$ cat src/rtl/zida_pkg.sv
`timescale 1ns / 1ps
// ----------------------------------------------------------------------------
// zida_pkg
// Shared types and constants for the zone intrusion dwell alarm.
// ----------------------------------------------------------------------------
package zida_pkg;

  // Hysteresis added on a rising alert, and band above trigger for fast decay
  localparam int HYST_MS   = 2000;
  // Q1.14 rotation: size is scaled by one in Q14 before comparing
  localparam int Q14_SHIFT = 14;
  localparam int SPEED_W   = 16;
  localparam int REG16_W   = 16;
  localparam int ROT_W     = 32;
  localparam int CFG_IDX_W = 3;

  typedef enum logic [CFG_IDX_W-1:0] {
    CFG_SHAPE_MODE  = 3'd0,
    CFG_CORNER_A    = 3'd1,
    CFG_CORNER_B    = 3'd2,
    CFG_ROTATION    = 3'd3,
    CFG_SPEED_WIN   = 3'd4,
    CFG_OCC_MIN     = 3'd5,
    CFG_TRIGGER     = 3'd6,
    CFG_FRAME_INTVL = 3'd7
  } cfg_idx_t;

  localparam int SHAPE_BOX = 0;

  // Stage load enables, driven by the top level handshake
  typedef struct packed {
    logic en1;
    logic en2;
    logic en3;
  } pipe_ctl_t;

  // Zone test result for one item, third stage
  typedef struct packed {
    logic hit;
    logic fe;
  } hit_t;

endpackage

$ cat src/rtl/zida_zone.sv
`timescale 1ns / 1ps
// ----------------------------------------------------------------------------
// zida_zone
// Three-stage zone and speed test: input register, products, compare.
// ----------------------------------------------------------------------------
module zida_zone #(
  parameter int COORD_BITS = 16
) (
  input  logic                          clk,
  input  zida_pkg::pipe_ctl_t           ctl,
  input  logic signed [COORD_BITS-1:0]  x_cm,
  input  logic signed [COORD_BITS-1:0]  y_cm,
  input  logic signed [COORD_BITS-1:0]  z_cm,
  input  logic signed [zida_pkg::SPEED_W-1:0] speed_cms,
  input  logic                          point_valid,
  input  logic                          frame_end,
  input  logic                          shape_mode,
  input  logic [3*COORD_BITS-1:0]       corner_a,
  input  logic [3*COORD_BITS-1:0]       corner_b,
  input  logic [zida_pkg::ROT_W-1:0]    rotation,
  input  logic [zida_pkg::ROT_W-1:0]    speed_window,
  output zida_pkg::hit_t                hit_o
);

  localparam int C  = COORD_BITS;
  localparam int PW = C + 17;   // offset times Q1.14
  localparam int W  = C + 20;   // rotated compare width
  localparam int SW = zida_pkg::SPEED_W;

  // stage 1: input register
  logic signed [C-1:0]  p1_x, p1_y, p1_z;
  logic signed [SW-1:0] p1_speed;
  logic                 p1_pv, p1_fe;

  always_ff @(posedge clk) begin
    if (ctl.en1) begin
      p1_x     <= x_cm;
      p1_y     <= y_cm;
      p1_z     <= z_cm;
      p1_speed <= speed_cms;
      p1_pv    <= point_valid;
      p1_fe    <= frame_end;
    end
  end

  logic signed [C-1:0]  ax, ay, az, bx, by, bz;
  logic signed [SW-1:0] cos_q, sin_q;
  logic [SW-1:0]        vmin, vmax;

  assign ax    = $signed(corner_a[C-1:0]);
  assign ay    = $signed(corner_a[2*C-1:C]);
  assign az    = $signed(corner_a[3*C-1:2*C]);
  assign bx    = $signed(corner_b[C-1:0]);
  assign by    = $signed(corner_b[2*C-1:C]);
  assign bz    = $signed(corner_b[3*C-1:2*C]);
  assign cos_q = $signed(rotation[SW-1:0]);
  assign sin_q = $signed(rotation[2*SW-1:SW]);
  assign vmin  = speed_window[SW-1:0];
  assign vmax  = speed_window[2*SW-1:SW];

  logic signed [C:0]    dx, dy, dz;
  logic signed [PW-1:0] dxc, dys, dyc, dxs;
  logic signed [C+2:0]  dz_e, dz_abs2, sz_e;
  logic signed [SW:0]   spd_e;
  logic [SW:0]          spd_abs;
  logic                 box_ok, dz_ok, spd_ok;

  always_comb begin
    dx  = (C+1)'(p1_x) - (C+1)'(ax);
    dy  = (C+1)'(p1_y) - (C+1)'(ay);
    dz  = (C+1)'(p1_z) - (C+1)'(az);
    dxc = dx * cos_q;
    dys = dy * sin_q;
    dyc = dy * cos_q;
    dxs = dx * sin_q;

    dz_e    = (C+3)'(dz);
    dz_abs2 = ((dz_e < 0) ? -dz_e : dz_e) <<< 1;
    sz_e    = (C+3)'(bz);
    dz_ok   = dz_abs2 <= sz_e;

    box_ok = (p1_x >= ax) && (p1_x <= bx) &&
             (p1_y >= ay) && (p1_y <= by) &&
             (p1_z >= az) && (p1_z <= bz);

    // |speed| of -32768 is 32768, kept in 17 bits
    spd_e   = (SW+1)'(p1_speed);
    spd_abs = (spd_e < 0) ? $unsigned(-spd_e) : $unsigned(spd_e);
    spd_ok  = (spd_abs > {1'b0, vmin}) && (spd_abs < {1'b0, vmax});
  end

  // stage 2: products and axis results
  logic signed [PW-1:0] p2_dxc, p2_dys, p2_dyc, p2_dxs;
  logic                 p2_dz_ok, p2_box_ok, p2_spd_ok, p2_pv, p2_fe;

  always_ff @(posedge clk) begin
    if (ctl.en2) begin
      p2_dxc    <= dxc;
      p2_dys    <= dys;
      p2_dyc    <= dyc;
      p2_dxs    <= dxs;
      p2_dz_ok  <= dz_ok;
      p2_box_ok <= box_ok;
      p2_spd_ok <= spd_ok;
      p2_pv     <= p1_pv;
      p2_fe     <= p1_fe;
    end
  end

  logic signed [W-1:0] rx, ry, rx_abs2, ry_abs2, sx_q, sy_q;
  logic                rot_ok, in_zone, hit;

  always_comb begin
    rx      = W'(p2_dxc) + W'(p2_dys);
    ry      = W'(p2_dyc) - W'(p2_dxs);
    rx_abs2 = ((rx < 0) ? -rx : rx) <<< 1;
    ry_abs2 = ((ry < 0) ? -ry : ry) <<< 1;
    sx_q    = W'(bx) <<< zida_pkg::Q14_SHIFT;
    sy_q    = W'(by) <<< zida_pkg::Q14_SHIFT;
    rot_ok  = (rx_abs2 <= sx_q) && (ry_abs2 <= sy_q) && p2_dz_ok;
    in_zone = (shape_mode == 1'(zida_pkg::SHAPE_BOX)) ? p2_box_ok : rot_ok;
    hit     = p2_pv && p2_spd_ok && in_zone;
  end

  // stage 3
  always_ff @(posedge clk) begin
    if (ctl.en3) begin
      hit_o.hit <= hit;
      hit_o.fe  <= p2_fe;
    end
  end

endmodule

$ cat config.mk
export PLATFORM = sky130hd
export DESIGN_NAME = zida_zone
export DESIGN_NICKNAME = d
export VERILOG_FILES = /design/src/rtl/zida_pkg.sv /design/src/rtl/zida_zone.sv
export SDC_FILE = /design/constraint.sdc
export NUM_CORES = 2
export LEC_CHECK = 0
export ABC_AREA = 1
export BUFFER_PORTS_ARGS = -buffer_cell sky130_fd_sc_hd__buf_2
export CORE_MARGIN = 2
export CORE_UTILIZATION = 65
export CTS_BUF_LIST = sky130_fd_sc_hd__clkbuf_4
export DETAILED_ROUTE_END_ITERATION = 7
export PLACE_DENSITY = 0.85
export SLEW_MARGIN = 15
export SYNTH_ARGS = -nofsm -noshare
export SYNTH_HDL_FRONTEND = slang
export SYNTH_SLANG_ARGS = --single-unit
$ cat constraint.sdc
create_clock -name clk -period 19.9 [get_ports clk]
set_input_delay 0.995 -clock clk [delete_from_list [all_inputs] [get_ports clk]]
set_output_delay 0.995 -clock clk [all_outputs]
set_load 0.02 [all_outputs]
Yosys cells after proc, flatten, opt, wreduce, memory -nomap -nowiden
Index checks and enable logic that the tools add are counted.
{"block": "word_totals", "regBits": 205, "input_bits": 231, "output_inout_bits": 2, "wordCells": 60}
{"block": "classes", "n_addsub": 9, "n_mul": 4, "magnitude_cmp": 15, "n_mux": 5, "reduce_logical": 10}
{"cell": "multiplier 17 x 16 -> 33 bit", "n": 4}
{"cell": "<= comparator 36 x 30 -> 1 bit", "n": 2}
{"cell": "2-to-1 mux 35 bit", "n": 2}
{"cell": "negation 34 -> 35 bit", "n": 2}
{"cell": "< comparator 34 x 1 -> 1 bit, second input constant", "n": 2}
{"cell": "subtractor 16 x 16 -> 17 bit", "n": 3}
{"cell": "greater-or-equal comparator 16 bit", "n": 3}
{"cell": "<= comparator 16 bit", "n": 3}
{"cell": "adder 33 x 33 -> 34 bit", "n": 1}
{"cell": "subtractor 33 x 33 -> 34 bit", "n": 1}
{"cell": "<= comparator 19 x 16 -> 1 bit", "n": 1}
{"cell": "2-to-1 mux 18 bit", "n": 1}
{"cell": "negation 17 -> 18 bit", "n": 1}
{"cell": "greater-than comparator 17 x 16 -> 1 bit", "n": 1}
{"cell": "< comparator 17 x 1 -> 1 bit, second input constant", "n": 1}
{"cell": "< comparator 17 x 16 -> 1 bit", "n": 1}
{"cell": "2-to-1 mux 17 bit", "n": 1}
{"cell": "negation 16 -> 17 bit", "n": 1}
{"cell": "< comparator 16 x 1 -> 1 bit, second input constant", "n": 1}
{"cell": "logical AND 1 bit", "n": 10}
{"cell": "2-to-1 mux 1 bit", "n": 1}

Longest topological paths before layout
{"block": "depth", "word_depth": 8, "mapped_depth": 42, "mapped_depth_nobuf": 41}

Worst setup path before layout
Ideal clock, no wire load.
{"block": "synth_timing", "path_type": "input port to flip-flop", "from": "input corner_a[16]", "to": "register p2_dys[30], data pin", "setup_time_ns": 0.268, "arrival_ns": 7.741, "required_ns": 19.632, "setup_slack_ns": 11.890, "cell_stages": 33, "path_buffers": 1, "cell_sequence": "ha_1 > fa_1 > nand3b_1 > nand2_1 > inv_1 > o21ai_0 > inv_1 > o21a_1 > o21ai_2 > nand2_1 > nand4_1 > nand2_1 > buf_2 > nor2_1 > inv_1 > fa_1 > inv_1 > fa_1 > fa_1 > fa_1 > fa_1 > inv_1 > fa_1 > inv_1 > ha_1 > nand2_1 > nor4_1 > nand4_1 > nand3_1 > nand2_1 > o211ai_1 > a211oi_1 > xor2_1"}
{"block": "synth_between", "elab_chain_len": 2}
{"element": "from (decl)", "line": "zida_zone.sv:18", "source": "input logic [3*COORD_BITS-1:0] corner_a,"}
{"element": "subtractor 16 x 16 -> 17 bit", "line": "zida_zone.sv:70", "source": "dy = (C+1)'(p1_y) - (C+1)'(ay);"}
{"element": "multiplier 17 x 16 -> 33 bit", "line": "zida_zone.sv:73", "source": "dys = dy * sin_q;"}
{"element": "via dys[30]", "line": "zida_zone.sv:62", "source": "logic signed [PW-1:0] dxc, dys, dyc, dxs;"}
{"element": "to (signal assigned)", "line": "zida_zone.sv:99", "source": "p2_dys <= dys;"}
{"element": "to (decl)", "line": "zida_zone.sv:93", "source": "logic signed [PW-1:0] p2_dxc, p2_dys, p2_dyc, p2_dxs;"}
The timed path passes the listed nets, and every way through them passes these cells.
A chain may end at the register's enable or synchronous reset.

Worst setup path in the final report
{"block": "layout_timing", "from": "register p1_y[0]", "to": "register p2_dys[32], data pin"}
{"block": "layout_between", "elab_chain_len": 2}
{"element": "from (decl)", "line": "zida_zone.sv:31", "source": "logic signed [C-1:0] p1_x, p1_y, p1_z;"}
{"element": "from (signal assigned)", "line": "zida_zone.sv:38", "source": "p1_y <= y_cm;"}
{"element": "subtractor 16 x 16 -> 17 bit", "line": "zida_zone.sv:70"}
{"element": "multiplier 17 x 16 -> 33 bit", "line": "zida_zone.sv:73"}
{"element": "via dys[32]", "line": "zida_zone.sv:62"}
The timed path passes the listed nets, and every way through them passes these cells.

==> out/qor.yml <==
outcome: "complete, but fails checks"
violations: "DRC"
hold_viol_final: 0
synth_top_area_share_pct: 36.90
timing.final.ws_setup_ns: 10.54
finalSetupViolations: 0
drtIter0Drc: 5554
coreArea_mm2: 0.09166
avgSynthCellArea_um2: 8.083
die_x_um: 308.3
grt_setup_unrepaired: "no"
grt_pass1_wl_um: 284400
num-nets-final: 9552
hold_path.class: "in -> reg"
path_class: "reg -> reg"
drc_errors: 2
dr.pass1.iters: 8
post_cts_buffers: 0
synth_edf_count: 205
insertion_delay_ns: 0.92
rows: 111
post-route-period-util_pct: 47.03
h-tree-depth: 3
wl_per_cell_um: 20.27
fin_skew_ns: 0.07390
synth_top_flop_cell: "edfxtp_1"
place.gp.congestion: 0.9862
port_buffers: 232
area_growth_pct: 5.384
synth_mux_area_share_pct: 0
ys_seq_elements: 205
track_usage_pct: 39.08
synth_area_leader_cell: "fa_1"
synth_cell_type_count: 63
antenna_found_initial: 10
numClockSinks: 205
required_ns: 20.51
detailedPlacementHpwl_um: 143700
dieArea_mm2: 0.09502
fmax_mhz: 106.8
fillerInstances: 7379
hold_buffers: 0
synth_compound_area_share_pct: 5.775
synth_simple_gate_area_share_pct: 17.75
clockBufferDepth: 3
pre_cts_slack_ns: 10.10
max_slew_margin_pct: 25.40
synthXorXnorAreaFrac_pct: 3.974
max_stage_delay_ns: 0.91
grt_max_degree: 73
cts_tree: "yes"
wl_met1_um: 66800
synthesis.instances: 7444
fin_area_mm2: 0.06341
synthTopCellsByArea: "fa_1 (37%), ha_1 (12%), inv_1 (12%)"
critPathSlowestCell: "inv_1"
cts-buffers-inserted: 66
setup_tns_ns: 0
synth_common_cells: "inv_1 (1844), nand2_1 (1296), fa_1 (1109), nor2_1 (856), ha_1 (595)"
grt_pass1_vias: 52950
postRouteAntennaNets: 0
ff2ff_path_depth: 33
pin_count: 233
clk_pin_slew_ns: 0.07
grt.overflow.total: 0
synthArstFlopShare_pct: 0
min_period_ns: 9.359
wl_met2_um: 75760
holdPathStages: 1
slew_violations: 0
vias: 51520
path_max_fanout: 17
cp-end-kind: "flop"
wl_met3_um: 24920
synth_most_common_cell: "inv_1"
max_cap_viol_count: 0
wirelength_um: 179600
synthAdderAreaFrac_pct: 49.27
initial_core_util_pct: 65.64
clock-root-buffer: "clkbuf_4"
viasPerCell: 5.814
netlist_area_mm2: 0.06017
dpl-instance-area_mm2: 0.06254
start_kind: "flop"
cts.repair.resized: 0
dr.max_layer_used: "met5"
final_core_util_pct: 69.18
yosysWarnings: 0
arrival_ns: 9.97
die_y_um: 308.3
synth_top_family_by_area: "adder cells"
tightest_slew_ns: 1.112
layout-drive-gt1-share_pct: 6.902
ys_seq_area_share_pct: 10.23
-- critical path: cells and delay by family (launching register included) --
kind                       cells  cell delay (ns)
adders and majority gates      9             4.08
and+or+nand+nor               10             2.12
buffers and inverters          7             1.27
AOI/OAI and AO/OA              6             1.15
DFF                            1             0.33
xor gates and xnor gates       1             0.16
-- sequential cells by signal, summed over array words and instances (netlist names) --
| name | count |
|---|---|
| hit_o | 2 |
| p1_fe | 1 |
| p1_pv | 1 |
| p1_speed | 16 |
| p1_x | 16 |
| p1_y | 16 |
| p1_z | 16 |
| p2_box_ok | 1 |
| p2_dxc | 33 |
| p2_dxs | 33 |
| p2_dyc | 33 |
| p2_dys | 33 |
| p2_dz_ok | 1 |
| p2_fe | 1 |
| p2_pv | 1 |
| p2_spd_ok | 1 |
-- placed cells by master (no fill, tap or decap), types with 11 or more instances in the layout --
| master | count |
|---|---|
| a21o_1 | 22 |
| a21oi_1 | 297 |
| a31oi_1 | 24 |
| buf_2 | 231 |
| buf_4 | 60 |
| clkbuf_4 | 83 |
| clkinv_1 | 34 |
| clkinv_2 | 12 |
| diode_2 | 11 |
| edfxtp_1 | 205 |
| fa_1 | 1109 |
| ha_1 | 595 |
| inv_1 | 1843 |
| inv_2 | 17 |
| nand2_1 | 1296 |
| nand2_2 | 39 |
| nand3_1 | 183 |
| nand3b_1 | 14 |
| nand4_1 | 73 |
| nor2_1 | 856 |
| nor2_2 | 14 |
| nor3_1 | 50 |
| nor4_1 | 18 |
| o211ai_1 | 13 |
| o21a_1 | 15 |
| o21ai_0 | 122 |
| o21ai_1 | 25 |
| o21bai_1 | 21 |
| or2_2 | 20 |
| xnor2_1 | 89 |
| xor2_1 | 163 |
-- per-layer routing --
metal	global-route usage, %	vias to the layer above
met4	20.77	6
met1	51.53	24830
met2	57.32	3202
li1	-	22780
met5	0	-
met3	13.04	698
-- cells by family (layout without fill, tap and decap cells) --
family / count (synthesis) / after routing
flip-flops: 205 / 205
XOR/XNOR: 264 / 264
other: 1 / 14
AO/OA/AOI/OAI: 607 / 607
AND/OR/NAND/NOR: 2597 / 2597
adder cells (fa/ha/maj): 1704 / 1704
buffers and inverters: 2066 / 2284
-- worst paths after layout --
check	slack, ns	end	start
min	0.28	p1_z[10]	z_cm[10]
max	10.54	p2_dys[32]	p1_y[0]
min reg2reg	0.44	p2_fe	p1_fe
max reg2reg	10.54	p2_dys[32]	p1_y[0]
-- layout make-up --
class	count	area, um2	area share (%)
inverters	1877	7046	11.11
flip-flops and latches	205	6156	9.708
repair buffers	292	1618	2.551
clock inverters	32	214.0	0.3374
multi-input cells	5175	46240	72.93
clock buffers	83	623.1	0.9827
well taps	1186	1484	2.340
diodes	11	27.53	0.04341
-- stage by stage --
stage	cells	hold slack, ns
after detailed placement	8735	0.4154
after floorplan	7446	0.4003
after global routing	8858	0.2493
after global placement	8735	0.4040
final	8861	0.2753
after CTS	8850	0.2353
Power is not shown: default switching activity piles up to over one toggle a cycle in this logic, so the estimate is an artifact.
