$ cat src/rtl/zida_pkg.sv
`timescale 1ns / 1ps
// ----------------------------------------------------------------------------
// zida_pkg
// Shared types and constants for the zone intrusion dwell alarm.
// ----------------------------------------------------------------------------
package zida_pkg;

  // Hysteresis added on a rising alert, and band above trigger for fast decay
  localparam int HYST_MS   = 2000;
  // Q1.14 rotation: size is scaled by one in Q14 before comparing
  localparam int Q14_SHIFT = 14;
  localparam int SPEED_W   = 16;
  localparam int REG16_W   = 16;
  localparam int ROT_W     = 32;
  localparam int CFG_IDX_W = 3;

  typedef enum logic [CFG_IDX_W-1:0] {
    CFG_SHAPE_MODE  = 3'd0,
    CFG_CORNER_A    = 3'd1,
    CFG_CORNER_B    = 3'd2,
    CFG_ROTATION    = 3'd3,
    CFG_SPEED_WIN   = 3'd4,
    CFG_OCC_MIN     = 3'd5,
    CFG_TRIGGER     = 3'd6,
    CFG_FRAME_INTVL = 3'd7
  } cfg_idx_t;

  localparam int SHAPE_BOX = 0;

  // Stage load enables, driven by the top level handshake
  typedef struct packed {
    logic en1;
    logic en2;
    logic en3;
  } pipe_ctl_t;

  // Zone test result for one item, third stage
  typedef struct packed {
    logic hit;
    logic fe;
  } hit_t;

endpackage

$ cat src/rtl/zida_dwell.sv
`timescale 1ns / 1ps
// ----------------------------------------------------------------------------
// zida_dwell
// Frame hit counter, dwell time update, alert flag and result register.
// ----------------------------------------------------------------------------
module zida_dwell #(
  parameter int DWELL_BITS = 20,
  parameter int COUNT_BITS = 16
) (
  input  logic                          clk,
  input  logic                          rst,
  input  zida_pkg::hit_t                s3,
  input  logic                          fire,
  input  logic                          out_ready,
  input  logic [zida_pkg::REG16_W-1:0]  occ_min,
  input  logic [zida_pkg::REG16_W-1:0]  trigger_ms,
  input  logic [zida_pkg::REG16_W-1:0]  frame_interval_ms,
  output logic                          out_valid,
  output logic                          alert,
  output logic                          alert_changed,
  output logic [COUNT_BITS-1:0]         hit_count,
  output logic [DWELL_BITS-1:0]         dwell_ms
);

  localparam int CW = COUNT_BITS;
  localparam int DW = DWELL_BITS;
  localparam int KW = (CW > zida_pkg::REG16_W) ? CW : zida_pkg::REG16_W;
  localparam int EW = DW + 2;
  localparam int NW = DW + 3;        // width of 7 * excess
  localparam int SH = NW + 4;        // reciprocal shift for divide by ten
  localparam int RW = NW + 1;
  localparam logic [RW-1:0] RECIP = RW'(((64'd1 << SH) + 64'd9) / 64'd10);
  localparam logic [EW-1:0] DMAX  = {2'b00, {DW{1'b1}}};
  localparam logic [EW-1:0] HYST  = EW'(zida_pkg::HYST_MS);

  logic [CW-1:0] hit_counter;
  logic [DW-1:0] dwell;
  logic          alert_flag;

  logic [CW-1:0]    cnt_eff;
  logic             occupied;
  logic [EW-1:0]    dw_e, delta_e, trig_h, sum, decay, dw1, dw2, dw_h;
  logic [DW-1:0]    excess, decay7;
  logic [NW-1:0]    e7;
  logic [NW+RW-1:0] prod;
  logic             now, rise;

  always_comb begin
    cnt_eff  = (s3.hit && hit_counter != {CW{1'b1}}) ? hit_counter + CW'(1) : hit_counter;
    occupied = KW'(cnt_eff) >= KW'(occ_min);

    dw_e    = EW'(dwell);
    delta_e = EW'(frame_interval_ms);
    trig_h  = EW'(trigger_ms) + HYST;
    sum     = dw_e + delta_e;

    // fast decay: floor(7 * excess / 10), divide by reciprocal multiply
    excess = DW'(dw_e - trig_h);
    e7     = (NW'(excess) << 3) - NW'(excess);
    prod   = (NW+RW)'(e7) * (NW+RW)'(RECIP);
    decay7 = prod[SH+DW-1:SH];
    decay  = (EW'(decay7) < delta_e) ? delta_e : EW'(decay7);

    if (occupied) begin
      dw1 = (sum > DMAX) ? DMAX : sum;
    end else if (dw_e > trig_h) begin
      dw1 = (dw_e > decay) ? dw_e - decay : '0;
    end else begin
      dw1 = (dw_e > delta_e) ? dw_e - delta_e : '0;
    end

    now  = dw1 >= EW'(trigger_ms);
    rise = now && !alert_flag;
    dw_h = dw1 + HYST;
    dw2  = rise ? ((dw_h > DMAX) ? DMAX : dw_h) : dw1;
  end

  always_ff @(posedge clk) begin
    if (rst) begin
      hit_counter <= '0;
      dwell       <= '0;
      alert_flag  <= 1'b0;
      out_valid   <= 1'b0;
    end else begin
      if (fire) begin
        hit_counter <= s3.fe ? '0 : cnt_eff;
        if (s3.fe) begin
          dwell      <= DW'(dw2);
          alert_flag <= now;
        end
      end
      if (fire && s3.fe) begin
        out_valid <= 1'b1;
      end else if (out_ready) begin
        out_valid <= 1'b0;
      end
    end
  end

  always_ff @(posedge clk) begin
    if (fire && s3.fe) begin
      alert         <= now;
      alert_changed <= now != alert_flag;
      hit_count     <= cnt_eff;
      dwell_ms      <= DW'(dw2);
    end
  end

endmodule

$ cat config.mk
export PLATFORM = sky130hd
export DESIGN_NAME = zida_dwell
export DESIGN_NICKNAME = d
export VERILOG_FILES = /design/src/rtl/zida_pkg.sv /design/src/rtl/zida_dwell.sv
export SDC_FILE = /design/constraint.sdc
export NUM_CORES = 1
export LEC_CHECK = 0
export BUFFER_PORTS_ARGS = -buffer_cell sky130_fd_sc_hd__buf_2
export CORE_ASPECT_RATIO = 1.5
export CORE_UTILIZATION = 62
export CTS_CLUSTER_SIZE = 10
export DETAILED_ROUTE_END_ITERATION = 12
export PLACE_DENSITY = 0.92
export SYNTH_ARGS = -nofsm -noshare
export SYNTH_HDL_FRONTEND = slang
export SYNTH_SLANG_ARGS = --single-unit
$ cat constraint.sdc
create_clock -name clk -period 26.3 [get_ports clk]
set_clock_uncertainty 0.05 [all_clocks]
set_input_delay 5.26 -clock clk [delete_from_list [all_inputs] [get_ports clk]]
set_output_delay 5.26 -clock clk [all_outputs]
set_load 0.1 [all_outputs]
# ---- After elaboration in Yosys (flattened, before gate mapping)
# Cells that the tools add are included.
dict set report word_totals {
  reg_bits 76
  input_bits 54
}
dict set report op_classes {
  n_eq_ne 2
  addsub 8
  n_mux 12
  n_lt_le_gt_ge 8
  n_reduce_logical 6
  mul 1
}
# op count
set ops {}
lappend ops {{$mux W22} 4}
lappend ops {{$mux W20} 3}
lappend ops {{$mul A23 B24 Y47 const B} 1}
lappend ops {{$mux W16} 2}
lappend ops {{$sub A23 B20 Y23} 1}
lappend ops {{$add A22 B11 Y22 const B} 1}
lappend ops {{$ge A22 B16 Y1} 1}
lappend ops {{$gt A22 B20 Y1 const B} 1}
lappend ops {{$add A20 B16 Y21} 1}
lappend ops {{$gt A21 B20 Y1 const B} 1}
lappend ops {{$mux W21} 1}
lappend ops {{$sub A20 B16 Y21} 1}
lappend ops {{$sub A20 B20 Y21} 1}
lappend ops {{$gt A20 B16 Y1} 1}
lappend ops {{$gt A20 B17 Y1} 1}
lappend ops {{$gt A20 B20 Y1} 1}
lappend ops {{$lt A20 B16 Y1} 1}
lappend ops {{$sub A20 B17 Y20} 1}
lappend ops {{$add A16 B11 Y17 const B} 1}
lappend ops {{$add A16 B1 Y16 const B} 1}
lappend ops {{$ge A16 B16 Y1} 1}
lappend ops {{$ne A16 B16 Y1 const B} 1}
lappend ops {{$logic_and A1 B1 Y1} 3}
lappend ops {{$mux W1} 2}
lappend ops {{other kinds (4)} 4}

# ---- Longest topological paths before layout
# Gate-level depths: netlist (run 1).
dict set report logic_depth {
  word_depth 14
  mapped_depth 94
}

# ---- Worst setup path before layout (run 1)
# Ideal clock, no wire load.
dict set report synth_path {
  kind {input to register}
  from {input port trigger_ms[0] (netlist bit)}
  to {register dwell_ms[0] (data pin)}
  slack_ps 4423
  required_ps 25983
  arrival_ps 21560
  path_buffers 4
  stages 86
  path_cell_list {ha_1 -> inv_1 -> fa_1 -> a211oi_1 -> nor2_1 -> o21a_1 -> nor2_1 -> o21bai_1 -> a21oi_1 -> xnor2_1 -> inv_1 -> ha_1 -> a21oi_1 -> o21ai_0 -> a2111oi_0 -> o21a_1 -> nor2b_1 -> o2111ai_1 -> [50 not listed] -> a21o_1 -> a21o_1 -> a21o_1 -> a21o_1 -> a21oi_1 -> o21ai_0 -> a21oi_1 -> o21ai_0 -> o21ai_0 -> o21a_1 -> nand2_1 -> ha_1 -> clkbuf_1 -> nand3_1 -> a211oi_2 -> a32oi_2 -> buf_2 -> nand2_1}
}
# item line_no
set synth_lines {}
lappend synth_lines {{start, declared} zida_dwell.sv:16} ;# input logic [zida_pkg::REG16_W-1:0] trigger_ms,
lappend synth_lines {{$add A16 B11 Y17} zida_dwell.sv:54} ;# trig_h = EW'(trigger_ms) + HYST;
lappend synth_lines {{$sub A20 B17 Y20} zida_dwell.sv:58} ;# excess = DW'(dw_e - trig_h);
lappend synth_lines {{$sub A23 B20 Y23} zida_dwell.sv:59} ;# e7 = (NW'(excess) << 3) - NW'(excess);
lappend synth_lines {{$mul A23 B24 Y47} zida_dwell.sv:60} ;# prod = (NW+RW)'(e7) * (NW+RW)'(RECIP);
lappend synth_lines {{$lt A20 B16 Y1} zida_dwell.sv:62} ;# decay = (EW'(decay7) < delta_e) ? delta_e : EW'(decay7);
lappend synth_lines {{$mux W20} zida_dwell.sv:62}
lappend synth_lines {{$sub A20 B20 Y21 or $gt A20 B20 Y1 (tied branches)} zida_dwell.sv:67} ;# dw1 = (dw_e > decay) ? dw_e - decay : '0;
lappend synth_lines {{$mux W22} zida_dwell.sv:67}
lappend synth_lines {{$mux W22} zida_dwell.sv:66} ;# end else if (dw_e > trig_h) begin
lappend synth_lines {{$mux W22} zida_dwell.sv:64} ;# if (occupied) begin
lappend synth_lines {{$ge A22 B16 Y1 (*)} zida_dwell.sv:72} ;# now = dw1 >= EW'(trigger_ms);
lappend synth_lines {{net now} zida_dwell.sv:46} ;# logic now, rise;
lappend synth_lines {{$logic_and A1 B1 Y1 (*)} zida_dwell.sv:73} ;# rise = now && !alert_flag;
lappend synth_lines {{$mux W20 (*)} zida_dwell.sv:75} ;# dw2 = rise ? ((dw_h > DMAX) ? DMAX : dw_h) : dw1;
lappend synth_lines {{net dw2[0]} zida_dwell.sv:42} ;# logic [EW-1:0] dw_e, delta_e, trig_h, sum, decay, dw1, dw2, dw_h;
lappend synth_lines {{end signal, assigned} zida_dwell.sv:105} ;# dwell_ms <= DW'(dw2);
lappend synth_lines {{end, declared} zida_dwell.sv:22} ;# output logic [DWELL_BITS-1:0] dwell_ms
# Mark *: on every way through the listed nets, which the timed path passes. The rest lies on a longest branch.
# A chain may end at the register's enable or synchronous reset.

# ---- Worst setup path after layout (run 1)
dict set report layout_path {
  from {input port trigger_ms[0] (netlist bit)}
  to {register dwell_ms[3] (data pin)}
}
# The elaborated chain is that of the path after synthesis.

==> run metrics, run 1 <==
initial antenna violation count=1; Synth top area share=0.243; Slew Limit Fails=0; top_reg_cell synth=edfxtp_1; synthesized flop and latch total=76; sequential fraction of the synthesis area=0.109; Worst path slowest cell=fa_1; hpwl dp=44.0 mm; share of cells above drive strength 1=0.0738; Ys Warns=0; # setup viols final=0; Port-buffer cells=92; grt ovf=0; TritonCTS sink count=76; Post-synth ARST share=0; GR Util All Layers=0.360; postcts setup bufs=0; hold buffer count at cts=0; die width=139 microns; die area=0.0288 sq mm; # DRC=0; Hold Crit Class=register to register; Synth area leaders=ha_1 24%, fa_1 17%, inv_1 7.9%, edfxtp_1 6.5%, xnor2_1 4.7%; Net Count, Synth=2565; # nets final=2633; RSZ-0062 raised after global routing=false; cell area after synthesis=0.0174 sq mm; Max Clk Rate=40.5 MHz; Worst Path Class, Setup=input pin to register; worst slew pin tran=0.980 ns; outcome=finished, final reports clean; initial DRC count=862; H-tree depth=3; top post-synthesis cells by count=369 x inv_1, 339 x ha_1, 146 x fa_1, 118 x a21oi_1, 104 x nor2_1; initial core utilization=0.636; CP peak stage delay=0.61 ns; DR pass1 iterations=8; Mapped Avg Cell Area=8.60 sq um; worst path required time=26.31 ns; row count=74; Bufs on Longest Clock Path=2; period utilization=0.939; Routed WL per cell=21.1 microns; Worst slew margin=0.345; final worst path period need=24.70 ns; PostCTS Resize Cnt=0; Worst EP arrival=24.71 ns; antenna-violating nets left=0; largest area contributor in the netlist=ha_1; critical-path maximum fanout=20; Final Hold Viols=0; post-synth cell types=89; area grow syn2layout=5.90%; final WL=51.4 mm; max-cap viol count=0; Final GP Congestion=1.07; Core Region=0.0274 sq mm; number of CTS-inserted buffers=9; Setup crit end kind=register; vias in the first global route=15950; Vias=15148; first-pass GRT wire length=81.1 mm; largest net degree at the start of global routing=43; die height=207 microns; I/O pin cnt=93; Reg clk slew, reported paths=0.06 ns; clk_lat worst skew=0.34 ns; setup_tns=0 ns; Post-synth EDFFs=38; Worst Setup Start Kind=input pin; vias per inst=6.20; CTS tree=built; clock root cell=clkbuf_16; count leader, synth=inv_1; Syn Inst Count=2026
==> kinds of logic after synthesis <==
logic type               Yosys count  synth area share
adder cells (fa/ha/maj)          485             0.411
AO/OA/AOI/OAI                    454             0.178
AND/OR/NAND/NOR                  445             0.129
buffers and inverters            411            0.0899
XOR/XNOR                         134            0.0693
flip-flops                        76             0.109
multiplexers                      21            0.0131
==> final timing paths <==
| path | slack, ns | from | endpoint | depth (start not counted) |
|---|---|---|---|---|
| setup / recovery | 1.60 | trigger_ms[0] | dwell_ms[3] | 81 |
| hold / removal | 0.45 | out_valid | out_valid | 2 |
| setup reg to reg | 6.00 | dwell[0] | dwell_ms[3] | 81 |
| hold reg to reg | 0.45 | out_valid | out_valid | 2 |
==> critical path: cells and delay by family <==
| kind | cells | cell delay [ns] |
|---|---|---|
| mux | 2 | 0.55 |
| fa+ha+maj | 15 | 6.23 |
| compound gates | 39 | 8.61 |
| xor+xnor | 2 | 0.64 |
| buf+inv | 9 | 1.04 |
| simple gates | 14 | 2.38 |
==> stage by stage <==
step	instance area (sq um)	hold WS (ns)	utilization	cells	setup slack, ns
2_1_floorplan	17400	0.426	-	2026	4.42
3_3_place_gp	18200	0.413	0.664	2425	2.27
3_5_place_dp	18200	0.427	0.664	2425	1.39
4_1_cts	18500	0.446	0.673	2441	1.74
5_1_grt	18500	0.513	0.674	2442	0.168
6_report	18500	0.447	0.674	2442	1.60
==> sequential cells by signal, indices dropped and copies added (netlist names) <==
name           count
out_valid          1
alert              1
alert_changed      1
dwell             20
hit_count         16
alert_flag         1
dwell_ms          20
hit_counter       16
==> cell usage in the layout, fill, tap and decap left out, types with 55 or more instances in the layout <==
cell / Yosys / final
a21oi_1: 118 / 118
buf_2: 12 / 92
fa_1: 146 / 146
ha_1: 339 / 339
inv_1: 369 / 369
nand2_1: 95 / 95
nand3_1: 55 / 55
nor2_1: 104 / 104
o21ai_0: 70 / 70
xnor2_1: 93 / 93
==> routing by layer <==
metal,part of all wire,routed length (microns),vias to the layer above,global-route usage
li1,-,-,7187,-
met1,0.35,18100,7197,0.369
met2,0.50,25800,557,0.654
met3,0.048,2490,207,0.0369
met4,0.099,5110,0,0.311
met5,0,0,-,0
==> layout make-up <==
| class | instances | area, sq um |
|---|---|---|
| inverters | 370 | 1390 |
| repair buffers | 98 | 505 |
| diodes | 1 | 2.50 |
| clock inverters | 6 | 40.0 |
| multi-input cells | 1539 | 14000 |
| flip-flops and latches | 76 | 1900 |
| well taps | 342 | 428 |
| clock buffers | 10 | 229 |
| fillers | 2145 | 8950 |
Power of run 1 is not shown: default switching activity piles up to over one toggle a cycle in this logic, so the estimate is an artifact.
==> inputs of run 2 (changes only) <==
==> constraint.sdc (replaced) <==
create_clock -name clk -period 24.1 [get_ports clk]
set_clock_uncertainty 0.05 [all_clocks]
set_input_delay 4.82 -clock clk [delete_from_list [all_inputs] [get_ports clk]]
set_output_delay 4.82 -clock clk [all_outputs]
set_load 0.1 [all_outputs]
==> run 2 against run 1 <==
Register-to-register slack worse by 0.80 ns. Worst setup slack worse by 0.55 ns. Non-clock buffer count up 14. Cell area up 1.4%. Die area unchanged. Global-route usage up 1.4 points. Flip-flop and latch count unchanged. Final cell count up 0.61%. Sequential share of layout area down 0.14 points. Via count up 3.1%. Wire length up 3.9%.
==> run metrics, run 2 (synthesis gave the netlist of run 1 again) <==
outcome=finished, final reports clean; largest net degree at the start of global routing=44; Slew Limit Fails=0; reg2reg setup slack=5.20 ns; vias in the first global route=16815; WHS Path Cells=2; Final GP Congestion=1.04; final worst path period need=23.05 ns; worst path required time=24.14 ns; vias per inst=6.36; most frequent cells in the layout=369 x inv_1, 338 x ha_1, 145 x fa_1; Port-buffer cells=92; CTS tree=built; Worst slew margin=0.333; Max Clk Rate=43.4 MHz; Worst Path Class, Setup=input pin to register; final WL=53.4 mm; clock root cell=clkbuf_16; Hold Crit Class=register to register; Setup crit end kind=register; total area of sequential cells=0.00190 sq mm; Vias=15623; die height=207 microns; multi-input logic area=0.0141 sq mm; die width=139 microns; Routed WL per cell=21.7 microns; # nets final=2648; met2 routed WL=26.8 mm; Worst Setup Start Kind=input pin; Core Region=0.0274 sq mm; Bufs on Longest Clock Path=2; period utilization=0.957; CP peak stage delay=0.59 ns; commonest non-fill, non-tap cell in the layout=inv_1; Reg clk slew, reported paths=0.06 ns; hpwl dp=44.9 mm; R2R depth=88; worst slew pin tran=0.999 ns; I/O pin cnt=93; TritonCTS sink count=76; # DRC=0; hold buffer count at cts=0; die area=0.0288 sq mm; biggest regs=dwell x20, dwell_ms x20; area grow syn2layout=7.36%; max-cap viol count=0; Fillers=2168; WL met1=18.0 mm; GR Util All Layers=0.374; grt ovf=0; Crit path top cell by count=a21o_1; initial DRC count=1028; DR pass1 iterations=6; row count=74; initial core utilization=0.636; Final Hold Viols=0; WL met3=2.75 mm; critical-path maximum fanout=23; Worst path slowest cell=fa_1; initial antenna violation count=1; H-tree depth=3; share of cells above drive strength 1=0.0856; first-pass GRT wire length=83.8 mm; number of CTS-inserted buffers=9; clk_lat worst skew=0.34 ns; antenna-violating nets left=0; Worst EP arrival=23.09 ns; top routing layer used=met4; # setup viols final=0; Fin Hold WS=0.455 ns
[run 2: layer usage]
layer,track usage,up-vias
met1,0.360,7464
met3,0.0519,292
met4,0.368,0
met5,0,-
li1,-,7213
met2,0.676,654
[run 2: layout make-up]
type / instances / area share
Multi-Input combinational cell: 1540 / 0.751
Timing Repair Buffer: 112 / 0.0337
Inverter: 370 / 0.0742
Sequential cell: 76 / 0.102
Tap cell: 342 / 0.0229
Clock inverter: 7 / 0.00394
Antenna cell: 1 / 0.000134
Clock buffer: 9 / 0.0120
[run 2: through the flow]
| stage | TNS (ns) | setup slack (ns) | instances | utilization | area, sq um |
|---|---|---|---|---|---|
| after floorplan | 0 | 2.66 | 2026 | - | 17400 |
| after global placement | 0 | 0.837 | 2428 | 0.664 | 18200 |
| after detailed placement | 0 | 0.0133 | 2428 | 0.664 | 18200 |
| after CTS | 0 | 0.339 | 2444 | 0.675 | 18500 |
| after global routing | -0.298 | -0.0580 | 2457 | 0.683 | 18700 |
| final | 0 | 1.05 | 2457 | 0.683 | 18700 |
[run 2: final timing paths]
path / start / endpoint
max: trigger_ms[9] / dwell_ms[9]
min: out_valid / out_valid
max reg2reg: dwell[0] / dwell_ms[9]
min reg2reg: out_valid / out_valid
[run 2: repair_timing]
item / CTS / global route
gates resized for setup: 0 / 21
buffers inserted: 0 / 11
endpoints found under the setup margin: 0 / 41
[run 2: worst max-delay path: cells and delay by family]
family	cells	cell delay, ns
AO/OA/AOI/OAI	34	6.92
adder cells (fa/ha/maj)	13	5.29
AND/OR/NAND/NOR	23	4.03
buffers and inverters	11	1.37
XOR/XNOR	2	0.32
multiplexers	2	0.27
Power of run 2 is left out for the same reason.
==> inputs of run 3 (changes only) <==
--- a/config.mk
+++ b/config.mk
@@ -5,12 +5,12 @@
 export SDC_FILE = /design/constraint.sdc
 export NUM_CORES = 1
 export LEC_CHECK = 0
-export BUFFER_PORTS_ARGS = -buffer_cell sky130_fd_sc_hd__buf_2
 export CORE_ASPECT_RATIO = 1.5
 export CORE_UTILIZATION = 62
 export CTS_CLUSTER_SIZE = 10
 export DETAILED_ROUTE_END_ITERATION = 12
-export PLACE_DENSITY = 0.92
+export DONT_BUFFER_PORTS = 1
+export PLACE_DENSITY = 0.89
 export SYNTH_ARGS = -nofsm -noshare
 export SYNTH_HDL_FRONTEND = slang
 export SYNTH_SLANG_ARGS = --single-unit
==> run 3 against run 2 <==
Critical endpoint is now dwell[19]. Flip-flop and latch count unchanged. Clock-buffer cell count rose by 1. Maximum frequency fell by 0.10%. Highest routed layer unchanged.
==> run metrics, run 3 (synthesis gave the netlist of run 1 again) <==
initial antenna violation count=0; # DRC=0; hold buffer count at cts=0; CP peak stage delay=0.61 ns; GR Util All Layers=0.352; Routed WL per cell=21.4 microns; final core occ=0.663; # nets final=2551; Worst Setup Start Kind=input pin; hpwl dp=42.6 mm; most frequent cells in the layout=369 x inv_1, 338 x ha_1, 146 x fa_1; max-cap viol count=0; Inserted Diodes=0; die width=139 microns; vias per inst=6.36; row count=74; Setup crit end kind=register; Worst path slowest cell=fa_1; min-delay src=dwell[0]; r2r startpoint=dwell[0]; Max Clk Rate=43.3 MHz; share of cells above drive strength 1=0.0397; worst slew pin tran=0.987 ns; DR pass1 iterations=5; vias in the first global route=15665; clk_lat worst skew=0.34 ns; Final Hold Viols=0; biggest regs=dwell x20, dwell_ms x20; worst path bufs/invs=10; antenna-violating nets left=0; Core Region=0.0274 sq mm; setup_tns=0 ns; largest net degree at the start of global routing=76; end of the worst register-to-register path=dwell[19]; reg2reg setup slack=4.89 ns; Final GP Congestion=1.04; DP Area=0.0177 sq mm; initial DRC count=875; die height=207 microns; critical-path maximum fanout=16; Port-buffer cells=0; die area=0.0288 sq mm; Vias=15015; period utilization=0.957; H-tree depth=3; # setup viols final=0; Worst EP arrival=23.27 ns; commonest non-fill, non-tap cell in the layout=inv_1; R2R depth=88; initial core utilization=0.636; Worst slew margin=0.343; first-pass GRT wire length=79.4 mm; grt ovf=0; final WL=50.5 mm; clock root cell=clkbuf_16; Worst Path Class, Setup=input pin to register; area grow syn2layout=4.19%; number of CTS-inserted buffers=9; WHS Path Cells=2; worst path required time=24.29 ns; outcome=finished, final reports clean; Reg clk slew, reported paths=0.06 ns; final worst path period need=23.08 ns; TritonCTS sink count=76; Fillers=2204; I/O pin cnt=93; Bufs on Longest Clock Path=2; Hold Crit Class=register to register; Final Cell Area=0.0182 sq mm; Slew Limit Fails=0; crit-path leading delay family=compound AO/OA/AOI/OAI gates; Hold Path Sink=dwell[0]; CTS tree=built
run 3: how the worst max path moves through the flow:
stage / startpoint / end / slack [ns] / cells past startpoint
final: trigger_ms[0] / dwell[19] / 1.02 / 87
after global routing: trigger_ms[0] / dwell[11] / -0.11 / 87
after CTS: trigger_ms[0] / dwell[19] / 0.40 / 81
after detailed placement: trigger_ms[0] / dwell[13] / 0.17 / 81
after global placement: trigger_ms[0] / dwell[19] / 1.08 / 81
after floorplan: trigger_ms[0] / dwell_ms[0] / 2.66 / 86
run 3: per-layer routing:
metal	wire length, microns	GRT usage
met5	0	0
met4	5410	0.332
met3	2650	0.0381
met2	24900	0.626
met1	17500	0.359
run 3: per-stage QoR:
stage               setup WS, ns  hold WS (ns)  instances
finish                      1.02         0.486       2359
global route              -0.114         0.538       2359
CTS                        0.402         0.483       2350
detailed placement         0.171         0.467       2334
global placement            1.08         0.433       2334
floorplan                   2.66         0.426       2026
run 3: worst min-delay path, cell delays in order, from the launching register on:
cell,delay (ns)
dfxtp_1,0.33
nor2_1,0.11
a311oi_1,0.05
run 3: cell type report:
type | instances | area, sq um | area share
clock buffers | 10 | 229 | 0.0126
well taps | 342 | 428 | 0.0236
flip-flops and latches | 76 | 1900 | 0.105
inverters | 370 | 1390 | 0.0765
clock inverters | 6 | 63.8 | 0.00351
multi-input cells | 1539 | 14000 | 0.772
repair buffers | 16 | 133 | 0.00730
run 3: what timing repair did:
action | in CTS | in global routing
buffers inserted | 0 | 9
gates resized for setup | 0 | 16
endpoints found under the setup margin | 0 | 41
Power of run 3 is left out for the same reason.
